[src/hw/rtl/mexp_pkg.sv]
// shared constants and types for the modular exponentiation block
package mexp_pkg;

    localparam int ValBits = 30;
    localparam int ExpInBits = 32;
    localparam int ExpBits = 32;
    localparam int ExpCntW = $clog2(ExpBits + 1);
    localparam int MulCntW = $clog2(ValBits + 1);
    localparam int InDataW = 64;
    localparam int OutDataW = 32;

    localparam logic [ValBits-1:0] PrimeMod = ValBits'(1000000007);

    typedef enum logic [2:0] {
        ST_IDLE,
        ST_SCAN,
        ST_SQR,
        ST_MUL,
        ST_DONE
    } t_state;

    typedef struct packed {
        logic               start;
        logic [ValBits-1:0] op_a;
        logic [ValBits-1:0] op_b;
    } t_mul_req;

    typedef struct packed {
        logic               done;
        logic [ValBits-1:0] prod;
    } t_mul_rsp;

endpackage

[src/hw/rtl/modular_exponentiation.sv]
// modular exponentiation top level: square and multiply modulo 1000000007
//
// channel  dir  tdata fields (low bit up)
// s        in   base[29:0], exponent[61:30], zero pad to 64
// m        out  power[29:0], zero pad to 32
//
// each modular multiply, squares included, runs in the bit-serial multiplier
// an item takes one square per bit after the leading one and one multiply per set bit among them
// an exponent of zero or one needs no multiply at all
// synchronous reset clears control only; one item is in work at a time
// a finished result waits in the output register while the next word is taken
module modular_exponentiation
    import mexp_pkg::*;
(
    input  logic                i_clk,
    input  logic                i_rst_n,
    input  logic                i_s_tvalid,
    output logic                o_s_tready,
    input  logic [InDataW-1:0]  i_s_tdata,   // base, exponent
    output logic                o_m_tvalid,
    input  logic                i_m_tready,
    output logic [OutDataW-1:0] o_m_tdata    // power
);

    t_state r_state, n_state;

    logic [ValBits-1:0] r_base, n_base;
    logic [ExpBits-1:0] r_exp, n_exp;
    logic [ValBits-1:0] r_acc, n_acc;
    logic [ExpCntW-1:0] r_cnt, n_cnt;
    logic               r_seen, n_seen;
    logic [ValBits-1:0] r_out, n_out;
    logic               r_out_vld, n_out_vld;

    t_mul_req w_req;
    t_mul_rsp w_rsp;

    logic               w_in_acc;
    logic               w_out_free;
    logic               w_bit;
    logic [ValBits-1:0] w_base_in;
    logic [ValBits-1:0] w_base_red;
    logic [63:0]        w_exp_wide;

    assign w_in_acc   = i_s_tvalid && o_s_tready;
    assign w_out_free = !r_out_vld || i_m_tready;
    assign w_bit      = r_exp[ExpBits-1];
    assign w_base_in  = i_s_tdata[ValBits-1:0];
    assign w_base_red = (w_base_in >= PrimeMod) ? (w_base_in - PrimeMod) : w_base_in;
    assign w_exp_wide = {{(64 - ExpInBits){1'b0}}, i_s_tdata[ValBits +: ExpInBits]};

    mexp_mulmod u_mul (
        .i_clk   (i_clk),
        .i_rst_n (i_rst_n),
        .i_req   (w_req),
        .o_rsp   (w_rsp)
    );

    always_comb begin
        n_state = r_state;
        unique case (r_state)
            ST_IDLE: begin
                if (w_in_acc) begin
                    n_state = ST_SCAN;
                end
            end
            ST_SCAN: begin
                if (r_cnt == '0) begin
                    n_state = ST_DONE;
                end else if (r_seen) begin
                    n_state = ST_SQR;
                end
            end
            ST_SQR: begin
                if (w_rsp.done) begin
                    n_state = w_bit ? ST_MUL : ST_SCAN;
                end
            end
            ST_MUL: begin
                if (w_rsp.done) begin
                    n_state = ST_SCAN;
                end
            end
            ST_DONE: begin
                if (w_out_free) begin
                    n_state = ST_IDLE;
                end
            end
            default: n_state = ST_IDLE;
        endcase
    end

    always_comb begin
        n_base    = r_base;
        n_exp     = r_exp;
        n_acc     = r_acc;
        n_cnt     = r_cnt;
        n_seen    = r_seen;
        n_out     = r_out;
        n_out_vld = r_out_vld && !i_m_tready;
        w_req     = '0;
        o_s_tready = 1'b0;
        unique case (r_state)
            ST_IDLE: begin
                o_s_tready = 1'b1;
                if (i_s_tvalid) begin
                    n_base = w_base_red;
                    n_exp  = w_exp_wide[ExpBits-1:0];
                    n_acc  = ValBits'(1);
                    n_cnt  = ExpCntW'(ExpBits);
                    n_seen = 1'b0;
                end
            end
            ST_SCAN: begin
                if (r_cnt != '0) begin
                    if (r_seen) begin
                        w_req.start = 1'b1;
                        w_req.op_a  = r_acc;
                        w_req.op_b  = r_acc;
                    end else begin
                        // leading zeros leave the product at one
                        if (w_bit) begin
                            n_acc  = r_base;
                            n_seen = 1'b1;
                        end
                        n_exp = {r_exp[ExpBits-2:0], 1'b0};
                        n_cnt = r_cnt - 1'b1;
                    end
                end
            end
            ST_SQR: begin
                if (w_rsp.done) begin
                    n_acc = w_rsp.prod;
                    if (w_bit) begin
                        w_req.start = 1'b1;
                        w_req.op_a  = w_rsp.prod;
                        w_req.op_b  = r_base;
                    end else begin
                        n_exp = {r_exp[ExpBits-2:0], 1'b0};
                        n_cnt = r_cnt - 1'b1;
                    end
                end
            end
            ST_MUL: begin
                if (w_rsp.done) begin
                    n_acc = w_rsp.prod;
                    n_exp = {r_exp[ExpBits-2:0], 1'b0};
                    n_cnt = r_cnt - 1'b1;
                end
            end
            ST_DONE: begin
                if (w_out_free) begin
                    n_out     = r_acc;
                    n_out_vld = 1'b1;
                end
            end
            default: begin
                n_out_vld = 1'b0;
            end
        endcase
    end

    always_ff @(posedge i_clk) begin
        if (!i_rst_n) begin
            r_state   <= ST_IDLE;
            r_cnt     <= '0;
            r_seen    <= 1'b0;
            r_out_vld <= 1'b0;
        end else begin
            r_state   <= n_state;
            r_cnt     <= n_cnt;
            r_seen    <= n_seen;
            r_out_vld <= n_out_vld;
        end
    end

    always_ff @(posedge i_clk) begin
        r_base <= n_base;
        r_exp  <= n_exp;
        r_acc  <= n_acc;
        r_out  <= n_out;
    end

    assign o_m_tvalid = r_out_vld;
    assign o_m_tdata  = {{(OutDataW - ValBits){1'b0}}, r_out};

endmodule

[src/hw/rtl/mexp_mulmod.sv]
// bit-serial modular multiplier, one multiplier bit per cycle, msb first
module mexp_mulmod
    import mexp_pkg::*;
(
    input  logic     i_clk,
    input  logic     i_rst_n,
    input  t_mul_req i_req,
    output t_mul_rsp o_rsp
);

    localparam int SumW = ValBits + 2;

    logic [ValBits-1:0] r_a, n_a;
    logic [ValBits-1:0] r_b, n_b;
    logic [ValBits-1:0] r_acc, n_acc;
    logic [MulCntW-1:0] r_cnt, n_cnt;
    logic               r_busy, n_busy;
    logic               r_done, n_done;

    logic [SumW-1:0] w_sum;
    logic [SumW-1:0] w_mod1;
    logic [SumW-1:0] w_mod2;
    logic [ValBits-1:0] w_red;

    // 2*acc + a stays below 3*mod, so at most two subtractions
    assign w_sum  = {1'b0, r_acc, 1'b0} + (r_b[ValBits-1] ? SumW'(r_a) : '0);
    assign w_mod1 = SumW'(PrimeMod);
    assign w_mod2 = {1'b0, PrimeMod, 1'b0};

    always_comb begin
        priority if (w_sum >= w_mod2) begin
            w_red = ValBits'(w_sum - w_mod2);
        end else if (w_sum >= w_mod1) begin
            w_red = ValBits'(w_sum - w_mod1);
        end else begin
            w_red = ValBits'(w_sum);
        end
    end

    always_comb begin
        n_a    = r_a;
        n_b    = r_b;
        n_acc  = r_acc;
        n_cnt  = r_cnt;
        n_busy = r_busy;
        n_done = 1'b0;
        if (i_req.start) begin
            n_a    = i_req.op_a;
            n_b    = i_req.op_b;
            n_acc  = '0;
            n_cnt  = MulCntW'(ValBits);
            n_busy = 1'b1;
        end else if (r_busy) begin
            n_acc = w_red;
            n_b   = {r_b[ValBits-2:0], 1'b0};
            n_cnt = r_cnt - 1'b1;
            if (r_cnt == MulCntW'(1)) begin
                n_busy = 1'b0;
                n_done = 1'b1;
            end
        end
    end

    always_ff @(posedge i_clk) begin
        if (!i_rst_n) begin
            r_busy <= 1'b0;
            r_done <= 1'b0;
            r_cnt  <= '0;
        end else begin
            r_busy <= n_busy;
            r_done <= n_done;
            r_cnt  <= n_cnt;
        end
    end

    always_ff @(posedge i_clk) begin
        r_a   <= n_a;
        r_b   <= n_b;
        r_acc <= n_acc;
    end

    assign o_rsp.done = r_done;
    assign o_rsp.prod = r_acc;

endmodule

[config.mk]
export PLATFORM = sky130hd
export DESIGN_NAME = modular_exponentiation
export DESIGN_NICKNAME = d
export VERILOG_FILES = /design/src/hw/rtl/mexp_pkg.sv /design/src/hw/rtl/modular_exponentiation.sv /design/src/hw/rtl/mexp_mulmod.sv
export SDC_FILE = /design/constraint.sdc
export NUM_CORES = 1
export LEC_CHECK = 0
export BUFFER_PORTS_ARGS = -buffer_cell sky130_fd_sc_hd__buf_2
export CORE_MARGIN = 4
export CORE_UTILIZATION = 66
export CTS_CLUSTER_DIAMETER = 50
export DETAILED_ROUTE_END_ITERATION = 6
export MAX_ROUTING_LAYER = met4
export PLACE_DENSITY = 0.84
export SLEW_MARGIN = 15
export SYNTH_ARGS = -nofsm -noshare
export SYNTH_HDL_FRONTEND = slang
export SYNTH_SLANG_ARGS = --single-unit
[constraint.sdc]
create_clock -name i_clk -period 10.1 [get_ports i_clk]
set_input_delay 1.01 -clock i_clk [delete_from_list [all_inputs] [get_ports i_clk]]
set_output_delay 1.01 -clock i_clk [all_outputs]
set_load 0.05 [all_outputs]
Yosys cells after proc, flatten, opt, wreduce, memory -nomap -nowiden
Index checks and enable logic that the tools add are counted.
{"block": "op_classes", "reduce_logical": 23, "bitwise_logic": 2, "add_sub_neg": 6, "eq_ne": 16, "mux": 53, "magnitude_cmp": 3}
{"cell": "30-bit 2-to-1 mux", "count": 11}
{"cell": "61-bit 2-to-1 mux", "count": 4}
{"cell": "32-bit 2-to-1 mux", "count": 6}
{"cell": "32-bit one-hot mux with 4 select lines", "count": 1}
{"cell": "61-bit one-hot mux with 2 select lines", "count": 1}
{"cell": "30-bit one-hot mux with 3 select lines", "count": 1}
{"cell": "30-bit subtractor (second input constant)", "count": 3}
{"cell": "6-bit 2-to-1 mux", "count": 6}
{"cell": "31-bit by 30-bit adder with 32-bit output", "count": 1}
{"cell": "32-bit by 30-bit >= comparator with 1-bit output (second input constant)", "count": 1}
{"cell": "32-bit by 31-bit >= comparator with 1-bit output (second input constant)", "count": 1}
{"cell": "30-bit >= comparator (second input constant)", "count": 1}
{"cell": "6-bit one-hot mux with 4 select lines", "count": 1}
{"cell": "3-bit 2-to-1 mux", "count": 6}
{"cell": "3-bit one-hot mux with 5 select lines", "count": 1}
{"cell": "2-bit != test (second input constant)", "count": 7}
{"cell": "6-bit AND reduction", "count": 2}
{"cell": "1-bit 2-to-1 mux", "count": 10}
{"cell": "5-bit 2-to-1 mux", "count": 2}
{"cell": "7-bit AND reduction", "count": 1}
{"cell": "3-bit by 2-bit == test with 1-bit output (second input constant)", "count": 2}
{"cell": "6-bit logical NOT", "count": 1}
{"cell": "2-bit by 1-bit != test with 1-bit output (second input constant)", "count": 3}
{"cell": "6-bit nonzero test", "count": 1}
{"cell": "other kinds (22)", "count": 29}
{"block": "word_totals", "register_bits": 230, "out_inout_bits": 34, "input_bits": 68, "elab_cells": 119}

Longest topological paths before layout
Gate-level depths: netlist of run 1.
{"block": "depth", "ltp_word": 5, "depth_mapped": 20, "depth_no_buf": 16}

Modules after synthesis
Synthesis of run 1 repeated with hierarchy kept, for this count alone.
{"block": "hier_totals", "hier_cells": 1249, "area_unflattened_um2": 13380.3}
{"mod": "mexp_mulmod", "cells_per_inst": 764, "n_inst": 1, "area_each_um2": 7063.0, "seq_area_each_um2": 2542.4}
{"mod": "modular_exponentiation", "cells_per_inst": 485, "n_inst": 1, "area_each_um2": 6317.3, "seq_area_each_um2": 3883.7}

Worst setup path before layout of run 1
OpenSTA, ideal clock, no wires.
{"block": "synth_path", "kind": "register -> register", "from": "register u_mul.r_b[29]", "to": "register u_mul.r_acc[17]", "period_less_slack_ps": 4196, "n_path_buf": 4, "arrival_ps": 4079, "stages_incl_launch_ff": 21, "setup_time_ps": 117, "t_required_ps": 9983, "setup_slack_ps": 5904, "path_cell_list": "edfxtp_1 > clkbuf_1 > and2_1 > ha_1 > inv_1 > fa_1 > nor2b_1 > o31a_1 > o21ai_2 > a21o_4 > a211oi_4 > and3_1 > buf_4 > o211ai_1 > or4_4 > and2_4 > buf_6 > clkbuf_1 > a31oi_1 > mux2i_1 > nand2_1"}
{"block": "synth_between", "elab_chain_cells": 5, "word_cells_on_any_way": 8, "cone_classes": "add/sub: 3; order compare: 2; mux: 3"}
{"element": "start: declaration", "line_no": "mexp_mulmod.sv:14", "text": "logic [ValBits-1:0] r_b, n_b;"}
{"element": "start signal: assignment", "line_no": "mexp_mulmod.sv:78", "text": "r_b <= n_b;"}
{"element": "30-bit 2-to-1 mux *", "line_no": "mexp_mulmod.sv:26", "text": "assign w_sum = {1'b0, r_acc, 1'b0} + (r_b[ValBits-1] ? SumW'(r_a) : '0);"}
{"element": "31-bit by 30-bit adder with 32-bit output *", "line_no": "mexp_mulmod.sv:26"}
{"element": "30-bit subtractor or 32-bit by 30-bit >= comparator with 1-bit output (tied branches)", "line_no": "mexp_mulmod.sv:34, mexp_mulmod.sv:33"}
{"element": "30-bit 2-to-1 mux", "line_no": "mexp_mulmod.sv:33", "text": "end else if (w_sum >= w_mod1) begin"}
{"element": "30-bit 2-to-1 mux *", "line_no": "mexp_mulmod.sv:31", "text": "priority if (w_sum >= w_mod2) begin"}
{"element": "end signal: assignment", "line_no": "mexp_mulmod.sv:79", "text": "r_acc <= n_acc;"}
{"element": "end: declaration", "line_no": "mexp_mulmod.sv:15", "text": "logic [ValBits-1:0] r_acc, n_acc;"}
Every way passes the cells marked *; elsewhere a longest branch is shown, timed or not.
A chain may end at the register's enable or synchronous reset.

Final worst setup path of run 1
{"block": "layout_path", "from": "register u_mul.r_b[29]", "to": "register u_mul.r_acc[20]"}
The elaborated chain is that of the path after synthesis.

==> impl_results.md, run 1 <==
- Global-route wire length before repair: 53,700 um
- I/O pins: between 100 and 150
- Crit. End Element: register
- Ant. Diodes: 0
- Max cap viols: 0
- Vias in the first global route: 9,999
- DR vias/cell: 6.56
- Post-detail-place hpwl: ~23,000 um
- R2R depth: 16
- Setup Total Neg Slack: 0 ns
- PD cells: between 200 and 250 nW/um^2
- GRT Overall Usage: 0.310
- Die Wd: roughly 150 um
- VDD IR max: 0.204 mV
- Total CTS buffers: 27
- Layout Nets: 1,460
- Core area: 19,600 sq um
- Post-CTS Setup Bufs: 0
- Multi-input logic area: 6350 sq um
- Initial core utilization: 0.674
- Ys Warns: 0
- R2r setup slk: 4.11 ns
- Reg-to-reg endpoint: u_mul.r_acc[20]
- GRT overflow: 0
- Largest net degree at the start of global routing: 62
- DP Area: 13,800 sq um
- Period minus WS final: roughly 6 ns
- Most used cell, CP: nor4_1
- Slew @ Worst Pin: 1.15 ns
- Die Height: 149 um
- Worst Clk Skew: 0.0226 ns
- CP max-delay cell: edfxtp_1
- Fmax: roughly 170 MHz
- Cells after synthesis: 1,290
- Detailed Route Iter0 Violations: ~1,100
- WHS Endpoint: r_out[7]
- Hold path startpoint: r_acc[7]
- Area contributors post-synth: edfxtp_1 (41%), dfxtp_1 (7.3%), a22o_1 (6.1%)
- Design Area, Final: ~15,000 sq um
- Port Buffers: 97
- Seq/Total Area, Yosys: 0.487
- Final wirelength: 33,500 um
- Slew Viols, Final: 0
- Share of layout cells above drive strength 1: 0.144
- Synth unique cells: 86
- Worst-Skew Late Latency: 0.55 ns
- Cell leakage power: between 5 and 6 nW
- Std-Cell Rows: 51
- CTS tree: done
- Fill cell count: 1,333
- WHS Path Cells: 0
- Cts repair resizes: 0
- Final setup vio count: 0
- Status: completed
- Initial antenna violation count: 0
- Area leader, netlist: edfxtp_1
- #FFs+latches synth: 230
- Critical Path Fanout Max: 31
- Slew headroom: 0.232
- CP required: 10.57 ns
- CTS sink count: 230
- Most common cell in the netlist: edfxtp_1
- Hold_buf cts: 0
- Crit Path Category: register to register
- Worst path cell trace: and2_1 > ha_1 > inv_1 > fa_1 > nor2b_1 > o31ai_2 > a2111oi_2 > nor4_1 > nor4_1 > nand4b_1 > o21ai_1 > o2111ai_2 > nand2_1 > nor4b_1 > mux2_2 > a21oi_1
- Routed wire per std cell: just over 20 um
- Prevailing post-synth register cell: edfxtp_1
- Synth cell count leaders: edfxtp_1 (182), nand2_1 (155), a22o_1 (92), nor2_1 (75), a21oi_1 (70)
- Clock Tree Buf Depth: 3
- Clock Root Buffer: clkbuf_16
- Share of synthesized registers carrying an async set or reset: 0
- Post-Syn Area per Cell: around 10 sq um
- Vias: 10,771
- Drt pass-1 iters: 5
- Clock-pin transition on the worst setup and hold timing paths: 0.06 ns
- Mapped cell area: 13,200 sq um
- Worst setup SP type: register
- Reg2reg start: u_mul.r_b[29]
- GP Congestion: 0.966
- Worst endpoint data arrival time: ~6.5 ns
- Drt drc: 0
- # H-tree levels: 1
- Full die area: 22,300 sq um
- Final Hold Viols: 0
- Post-synth top area share: 0.414
- Syn-to-layout area delta: 12.3%
- Register area: between 6000 and 7000 sq um
- Worst path max stage delay: 0.86 ns
- Worst hold path type: register to register
- Number of synthesized flops with an enable pin: 182
- Routed Antenna Nets: 0
- Final worst-path cycle share: 0.593
- RSZ-0062 raised after global routing: false
==> cells by family after synthesis <==
kind of cell / share of synthesized area
flops: 0.487
xor+xnor: 0.0430
buf+inv: 0.0336
fa+ha+maj: 0.0356
other cells: 0.000284
mux: 0.0149
simple gates: 0.151
compound gates: 0.235
==> per-layer routing <==
layer  track usage  vias to the layer above  routed length (um)
met3        0.0545                       70                3060
met1         0.451                     5129               14700
met4        0.0632                        0                 721
met5             -                        -                   0
li1              -                     5046                   -
met2         0.464                      526               15000
==> flip-flops by register name, indices dropped and copies added, names as in the netlist, 5 cells and up <==
signal and cells:
r_base 30, u_mul.r_b 30, u_mul.r_cnt 5, r_acc 30, u_mul.r_a 30, r_out 30, r_exp 32, r_cnt 6
u_mul.r_acc 30
==> worst max-delay path by stage <==
stage	cells after the start	slack (ns)	start	to
floorplan	20	5.90	u_mul.r_b[29]	u_mul.r_acc[17]
CTS	16	4.22	u_mul.r_b[29]	u_mul.r_acc[20]
global placement	16	4.32	u_mul.r_b[29]	u_mul.r_acc[20]
finish	16	4.11	u_mul.r_b[29]	u_mul.r_acc[20]
global route	16	3.64	u_mul.r_b[29]	u_mul.r_acc[20]
detailed placement	16	4.27	u_mul.r_b[29]	u_mul.r_acc[20]
==> cell type report <==
type,instances,share of cell area
Timing Repair Buffer,110,0.0394
Inverter,31,0.00785
Multi-Input combinational cell,955,0.429
Clock buffer,28,0.0459
Clock inverter,22,0.0223
Sequential cell,230,0.434
Tap cell,265,0.0224
==> layout by cell type (no fill, tap or decap), drive strengths merged, types with 19 or more instances in the layout <==
| cell | count |
|---|---|
| a211oi | 19 |
| a21o | 19 |
| a21oi | 73 |
| a22o | 92 |
| a22oi | 30 |
| a31oi | 22 |
| and2 | 41 |
| buf | 110 |
| clkbuf | 28 |
| dfxtp | 48 |
| edfxtp | 182 |
| ha | 36 |
| inv | 34 |
| nand2 | 157 |
| nand3 | 28 |
| nor2 | 75 |
| nor3 | 24 |
| o21ai | 63 |
| xnor2 | 44 |
| xor2 | 20 |
==> power by group <==
group	total (mW)	leakage (nW)	switching, mW	internal (mW)
Combinational	0.693	3.08	0.449	0.243
Clock	1.08	0.496	0.425	0.659
Sequential	1.37	2.18	0.149	1.22
==> per-stage QoR <==
stage,worst slack (ns),cells,power (mW),utilization,hold slack [ns]
detailed placement,4.27,1591,2.05,0.705,0.481
global placement,4.32,1591,2.03,0.705,0.472
CTS,4.22,1641,3.14,0.756,0.497
finish,4.11,1641,3.14,0.756,0.490
floorplan,5.90,1291,1.83,-,0.442
global route,3.64,1641,3.28,0.756,0.517
==> worst max-delay path: cells and delay by family, from the launching register on <==
family | cells | cell delay, ns
flip-flops | 1 | 0.86
multiplexers | 1 | 0.37
buffers and inverters | 1 | 0.07
AND/OR/NAND/NOR | 7 | 2.67
AO/OA/AOI/OAI | 5 | 1.31
adder cells (fa/ha/maj) | 2 | 0.62
Power figures use the tool's default switching activity.
==> run 2, diff against run 1 <==
--- a/config.mk
+++ b/config.mk
@@ -7,11 +7,11 @@
 export LEC_CHECK = 0
 export BUFFER_PORTS_ARGS = -buffer_cell sky130_fd_sc_hd__buf_2
 export CORE_MARGIN = 4
-export CORE_UTILIZATION = 66
+export CORE_UTILIZATION = 61
 export CTS_CLUSTER_DIAMETER = 50
 export DETAILED_ROUTE_END_ITERATION = 6
 export MAX_ROUTING_LAYER = met4
-export PLACE_DENSITY = 0.84
+export PLACE_DENSITY = 0.79
 export SLEW_MARGIN = 15
 export SYNTH_ARGS = -nofsm -noshare
 export SYNTH_HDL_FRONTEND = slang
==> constraint.sdc (replaced) <==
create_clock -name i_clk -period 5.6 [get_ports i_clk]
set_input_delay 0.56 -clock i_clk [delete_from_list [all_inputs] [get_ports i_clk]]
set_output_delay 0.56 -clock i_clk [all_outputs]
set_load 0.05 [all_outputs]
==> run 2 against run 1 <==
Cell count up 0.55%. Setup slack worse by 3.6 ns. Wire length up 0.23%. Largest cell class unchanged. Global-route usage down 2.7 points. Fmax up 17%. Register-to-register slack worse by 3.6 ns. Clock skew down 0.011 ns. Non-clock buffer count up 5. Critical path depth down 1. Sequential share of layout area up 0.55 points. Critical path type unchanged. Die area up 7.7%.
==> impl_results.md, run 2 (same netlist as run 1, synthesis figures left out) <==
- Final wirelength: 33,600 um
- Final Hold Viols: 0
- Layout Nets: 1,463
- Worst path max stage delay: 0.69 ns
- Slew Viols, Final: 0
- Worst path top cell family by delay: simple AND/OR/NAND/NOR gates
- Setup Total Neg Slack: 0 ns
- Full die area: 24,100 sq um
- Detailed Route Iter0 Violations: about 1,200
- NetSw: 1.71 mW
- Clock Root Buffer: clkbuf_16
- Design Area, Final: 14,600 sq um
- RSZ-0062 raised after global routing: false
- Max reg flops: 32
- Ant. Diodes: 0
- Share of layout cells above drive strength 1: 0.142
- Final setup vio count: 0
- Met2 global-route usage: 0.405
- WP buf/inv: 1
- Worst-Skew Late Latency: 0.51 ns
- GRT Overall Usage: 0.283
- Status: completed
- DR vias/cell: 6.50
- Vias in the first global route: 10,025
- Syn-to-layout area delta: 10.9%
- Die Height: 155 um
- Fill cell count: ~1,600
- Std-Cell Rows: 53
- Sw Share: 0.327
- CP max-delay cell: edfxtp_1
- Worst hold path type: input port to register
- Post-detail-place hpwl: 24,200 um
- Top reg by flops: r_exp
- Max cap viols: 0
- Fmax: 195 MHz
- Worst endpoint data arrival time: roughly 5.6 ns
- CTS sink count: 230
- Seq pwr share: 0.467
- Drt drc: 0
- Period minus WS final: between 5 and 6 ns
- Initial core utilization: 0.624
- Most frequent cells in the layout: edfxtp_1 (182), nand2_1 (155), buf_2 (97), a22o_1 (92), nor2_1 (71)
- # H-tree levels: 1
- VDD IR max: ~0.27 mV
- GRT overflow: 0
- Fin Hold WS: 0.332 ns
- Grt met1 use: 0.430
- I/O pins: between 100 and 150
- CTS tree: done
- Most common cell after layout, fill and taps aside: edfxtp_1
- Port Buffers: 97
- Internal cell power: between 3 and 4 mW
- Hold_buf cts: 0
- Largest net degree at the start of global routing: between 60 and 70
- Core area: between 20,000 and 25,000 sq um
- Die Wd: 155 um
- PD cells: between 300 and 400 nW/um^2
- Initial antenna violation count: 0
- Worst Clk Skew: 0.0119 ns
- Routed wire per std cell: around 20 um
- Slew @ Worst Pin: 1.07 ns
- Drt pass-1 iters: 6
- Gate power share: 0.239
- Power, Total: ~5.2 mW
- CP required: 6.02 ns
- Crit. End Element: register
- Met3 Resource Use GR: 0.0403
- Clock-pin transition on the worst setup and hold timing paths: 0.06 ns
- Total CTS buffers: 25
- DP Area: 13,900 sq um
- Gr busiest metal: met1
- Global-route wire length before repair: 53,600 um
- Vias: 10,728
- Register area: 6430 sq um
- Slew headroom: 0.286
- Worst path cell trace: and2_1 > ha_1 > inv_1 > fa_1 > nor2b_1 > o31a_1 > o21ai_2 > a21o_4 > a211oi_4 > and3_1 > o211ai_1 > or4_4 > and2_4 > or4_1 > a31oi_1
- GP Congestion: ~1.0
- Clock Tree Buf Depth: 3
- Final worst-path cycle share: 0.916
- Routed Antenna Nets: 0
- Multi-input logic area: 6360 sq um
- Clock network fraction of design power: 0.294
- Critical Path Fanout Max: 36
- Cell leakage power: between 5 and 6 nW
- Worst setup SP type: register
- Crit Path Category: register to register
==> run 2: cell types whose count changed in the layout (fill, tap and decap cells not counted), moves of 2 or more <==
cell       before  now
buf_4          13   18
bufinv_16       6    1
clkbuf_1        1    4
clkbuf_16      27   25
clkbuf_2        0    4
clkinv_2        6    4
clkinv_8        3    0
==> run 2: repair_timing <==
| item | 4_1_cts | 5_1_grt |
|---|---|---|
| resized for setup | 0 | 1 |
| buffers inserted | 0 | 0 |
| setup endpoints to repair | 0 | 1 |
==> run 2: metal layers <==
metal,wire [um],up-vias
met5,0,-
met4,686,0
met3,3350,60
met2,14500,523
met1,15100,5102
li1,-,5043
==> run 2: layout make-up <==
class	count	area share
multi-input cells	955	0.435
clock buffers	34	0.0461
well taps	275	0.0235
repair buffers	115	0.0424
inverters	31	0.00795
flip-flops and latches	230	0.439
clock inverters	10	0.00607
==> run 2: path summary, 6_finish.rpt <==
kind,slack [ns],endpoint,depth (start not counted),startpoint
worst max-delay path,0.47,u_mul.r_acc[23],15,u_mul.r_b[29]
worst min-delay path,0.33,r_exp[0],2,i_s_tdata[30]
worst max register to register,0.47,u_mul.r_acc[23],15,u_mul.r_b[29]
worst min register to register,0.50,r_out[14],0,r_acc[14]
==> run 2: power groups by stage <==
stage	sequential, mW	combinational [mW]	clock [mW]
final	2.45	1.25	1.54
after global routing	2.47	1.38	1.64
after CTS	2.44	1.23	1.56
after detailed placement	2.46	1.22	0
after global placement	2.46	1.20	0
after floorplan	2.39	0.912	0
==> run 2: through the flow <==
stage / setup slack [ns] / instances / util
final: 0.469 / 1650 / 0.692
after global routing: 0.0935 / 1650 / 0.692
after CTS: 0.515 / 1650 / 0.691
after detailed placement: 0.515 / 1606 / 0.655
after global placement: 0.632 / 1606 / 0.655
after floorplan: 1.40 / 1291 / -
==> run 3, diff against run 2 <==
--- a/config.mk
+++ b/config.mk
@@ -15,4 +15,5 @@
 export SLEW_MARGIN = 15
 export SYNTH_ARGS = -nofsm -noshare
 export SYNTH_HDL_FRONTEND = slang
+export SYNTH_HIERARCHICAL = 1
 export SYNTH_SLANG_ARGS = --single-unit
==> run 3 against run 2 <==
Non-clock buffer count up 5. Clock power up 8%. Register-to-register slack better by 0.10 ns. Via count down 1.5%. Die area up 1.3%. Synthesized cell count down 3.2%. Sequential power up 24%. Largest cell class is now multi-input gates. Highest routed layer unchanged.
==> impl_results.md, run 3 <==
- Crit. End Element: register
- Number of synthesized flops with an enable pin: about 180
- Met3 Resource Use GR: 0.0427
- Initial antenna violation count: 0
- Synth cell count leaders: edfxtp_1 (182), a22o_1 (121), nand2_1 (87), a21oi_1 (79), nor2_1 (79)
- Final setup vio count: 0
- Post-CTS Setup Bufs: 0
- Full die area: roughly 24,000 sq um
- Layout Nets: 1,426
- Drt pass-1 iters: 5
- Largest net degree at the start of global routing: 73
- Area contributors post-synth: edfxtp_1 (41%), a22o_1 (7.9%), dfxtp_1 (7.2%)
- Final Non-Filler Cells: 1,614
- Seq/Total Area, Yosys: 0.480
- Ys Warns: 6
- Mapped cell area: 13,400 sq um
- Crit Path Category: register to register
- Post-synth top area share: 0.408
- Max cap viols: 0
- Worst setup SP type: register
- Final worst-path cycle share: 0.898
- Share of synthesized registers carrying an async set or reset: 0
- Clock-pin transition on the worst setup and hold timing paths: 0.06 ns
- GRT Overall Usage: 0.281
- Top reg by flops: r_exp
- Period minus WS final: 5.03 ns
- CTS tree: done
- Critical Path Fanout Max: 11
- Final Hold Viols: 0
- Ant. Diodes: 0
- Clock Tree Buf Depth: 3
- Reg2reg start: u_mul/r_b[29]
- Final wirelength: 34,100 um
- Prevailing post-synth register cell: edfxtp_1
- Status: completed
- VDD IR max: 0.537 mV
- Drt drc: 0
- Hold_buf cts: 0
- Routed wire per std cell: ~21 um
- Cells after synthesis: 1,249
- GP Congestion: about 0.92
- Post-Syn Area per Cell: about 11 sq um
- Most common cell in the netlist: edfxtp_1
- GRT overflow: 0
- Fill cell count: 1,554
- # H-tree levels: 1
- Routed Antenna Nets: 0
- I/O pins: 102
- Vias in the first global route: 9,863
- Grt met1 use: 0.412
- #FFs+latches synth: between 200 and 250
- Worst-Skew Late Latency: between 0.5 and 0.6 ns
- Cell leakage power: about 5.7 nW
- RSZ-0062 raised after global routing: false
- Synth unique cells: 90
- Post-detail-place hpwl: 24,000 um
- Post-placement cell count: 1,569
- Met2 global-route usage: 0.423
- Worst endpoint data arrival time: 5.43 ns
- Total CTS buffers: 25
- Max reg flops: 32
- Worst Clk Skew: 0.0207 ns
- Hold path startpoint: i_s_tdata[39]
- Detailed Route Iter0 Violations: 1,193
- Slew @ Worst Pin: roughly 1 ns
- Clock Root Buffer: clkbuf_16
- CP required: 6.00 ns
- Core area: 21,300 sq um
- Most common cell after layout, fill and taps aside: edfxtp_1
- Cts repair resizes: 0
- Std-Cell Rows: 53
- Syn-to-layout area delta: 11.2%
- Vias: 10,562
- Area leader, netlist: edfxtp_1
- DR vias/cell: roughly 6.5
- Die Height: 156 um
- Setup Total Neg Slack: 0 ns
- Port Buffers: between 90 and 100
- Worst hold path type: input port to register
- Global-route wire length before repair: around 53,000 um
- Initial core utilization: 0.629
- Fmax: 199 MHz
- Share of layout cells above drive strength 1: 0.171
- Slew headroom: 0.334
- Gr busiest metal: met2
- Most frequent cells in the layout: edfxtp_1 (182), a22o_1 (121), buf_2 (97), nand2_1 (87), a21oi_1 (79)
- PD cells: 555 nW/um^2
- CTS sink count: 230
- Fin Hold WS: 0.339 ns
- Slew Viols, Final: 0
- Die Wd: 156 um
- Critical Path Start: u_mul/r_b[29]
- Power, Total: 8.25 mW
## run 3: cell types whose count changed in the layout (fill, tap and decap cells not counted), moves of 8 or more
cell,before,now
o21ai_0,50,35
mux2i_1,14,22
nand2_1,155,87
nor2b_1,4,13
a22o_1,92,121
a31oi_1,22,10
a22oi_1,30,2
nand3_1,28,20
mux2_2,3,29
a21oi_1,70,79
## run 3: report_power, final
part           switching, mW  leakage [nW]  internal, mW
Sequential             0.485          2.15          2.55
Clock                  0.668         0.405         0.992
Combinational           2.24          3.09          1.32
Total                   3.39          5.65          4.86
## run 3: path summary, 6_finish.rpt
check	to	slack, ns	cells past startpoint
setup / recovery	u_mul/r_acc[3]	0.57	17
hold / removal	r_exp[9]	0.34	2
setup reg to reg	u_mul/r_acc[3]	0.57	17
hold reg to reg	r_cnt[1]	0.50	2
## run 3: through the flow
stage / utilization / setup slack [ns] / instance area, sq um
finish: 0.699 / 0.570 / 14900
global route: 0.699 / 0.252 / 14900
CTS: 0.699 / 0.604 / 14900
detailed placement: 0.660 / 0.615 / 14000
global placement: 0.660 / 0.734 / 14000
floorplan: - / 1.36 / 13400
## run 3: cell type report
| type | instances | area, sq um | share of cell area |
|---|---|---|---|
| clock buffer | 32 | 672 | 0.0452 |
| clock inverter | 13 | 158 | 0.0106 |
| inverter | 26 | 97.6 | 0.00656 |
| multi-input combinational | 918 | 6520 | 0.438 |
| sequential | 230 | 6430 | 0.432 |
| tap | 275 | 344 | 0.0231 |
| timing repair buffer | 120 | 658 | 0.0442 |
## run 3: cell families after synthesis
group,count (synthesis),share of synthesized area
adder cells (fa/ha/maj),37,0.0352
AND/OR/NAND/NOR,348,0.134
flip-flops,230,0.480
XOR/XNOR,69,0.0452
multiplexers,51,0.0409
AO/OA/AOI/OAI,411,0.229
buffers and inverters,102,0.0352
other,1,0.000280
## run 3: metal layers
layer	part of all wire	wire length, um
met3	0.081	2770
met1	0.45	15300
met5	0	0
met2	0.45	15500
met4	0.016	541
## run 3: critical path, stage by stage (launching register included)
cell       delay (ns)
edfxtp_1         0.39
and2_1           0.14
ha_1             0.15
inv_1            0.05
fa_1             0.46
nor2b_2          0.29
o221ai_2         0.20
a2111oi_4        0.54
o21ai_0          0.29
a21oi_1          0.34
xor2_1           0.20
a2111oi_1        0.39
o31a_1           0.23
o21ba_2          0.34
buf_4            0.29
mux2i_1          0.26
nor3_1           0.07
a221o_1          0.29
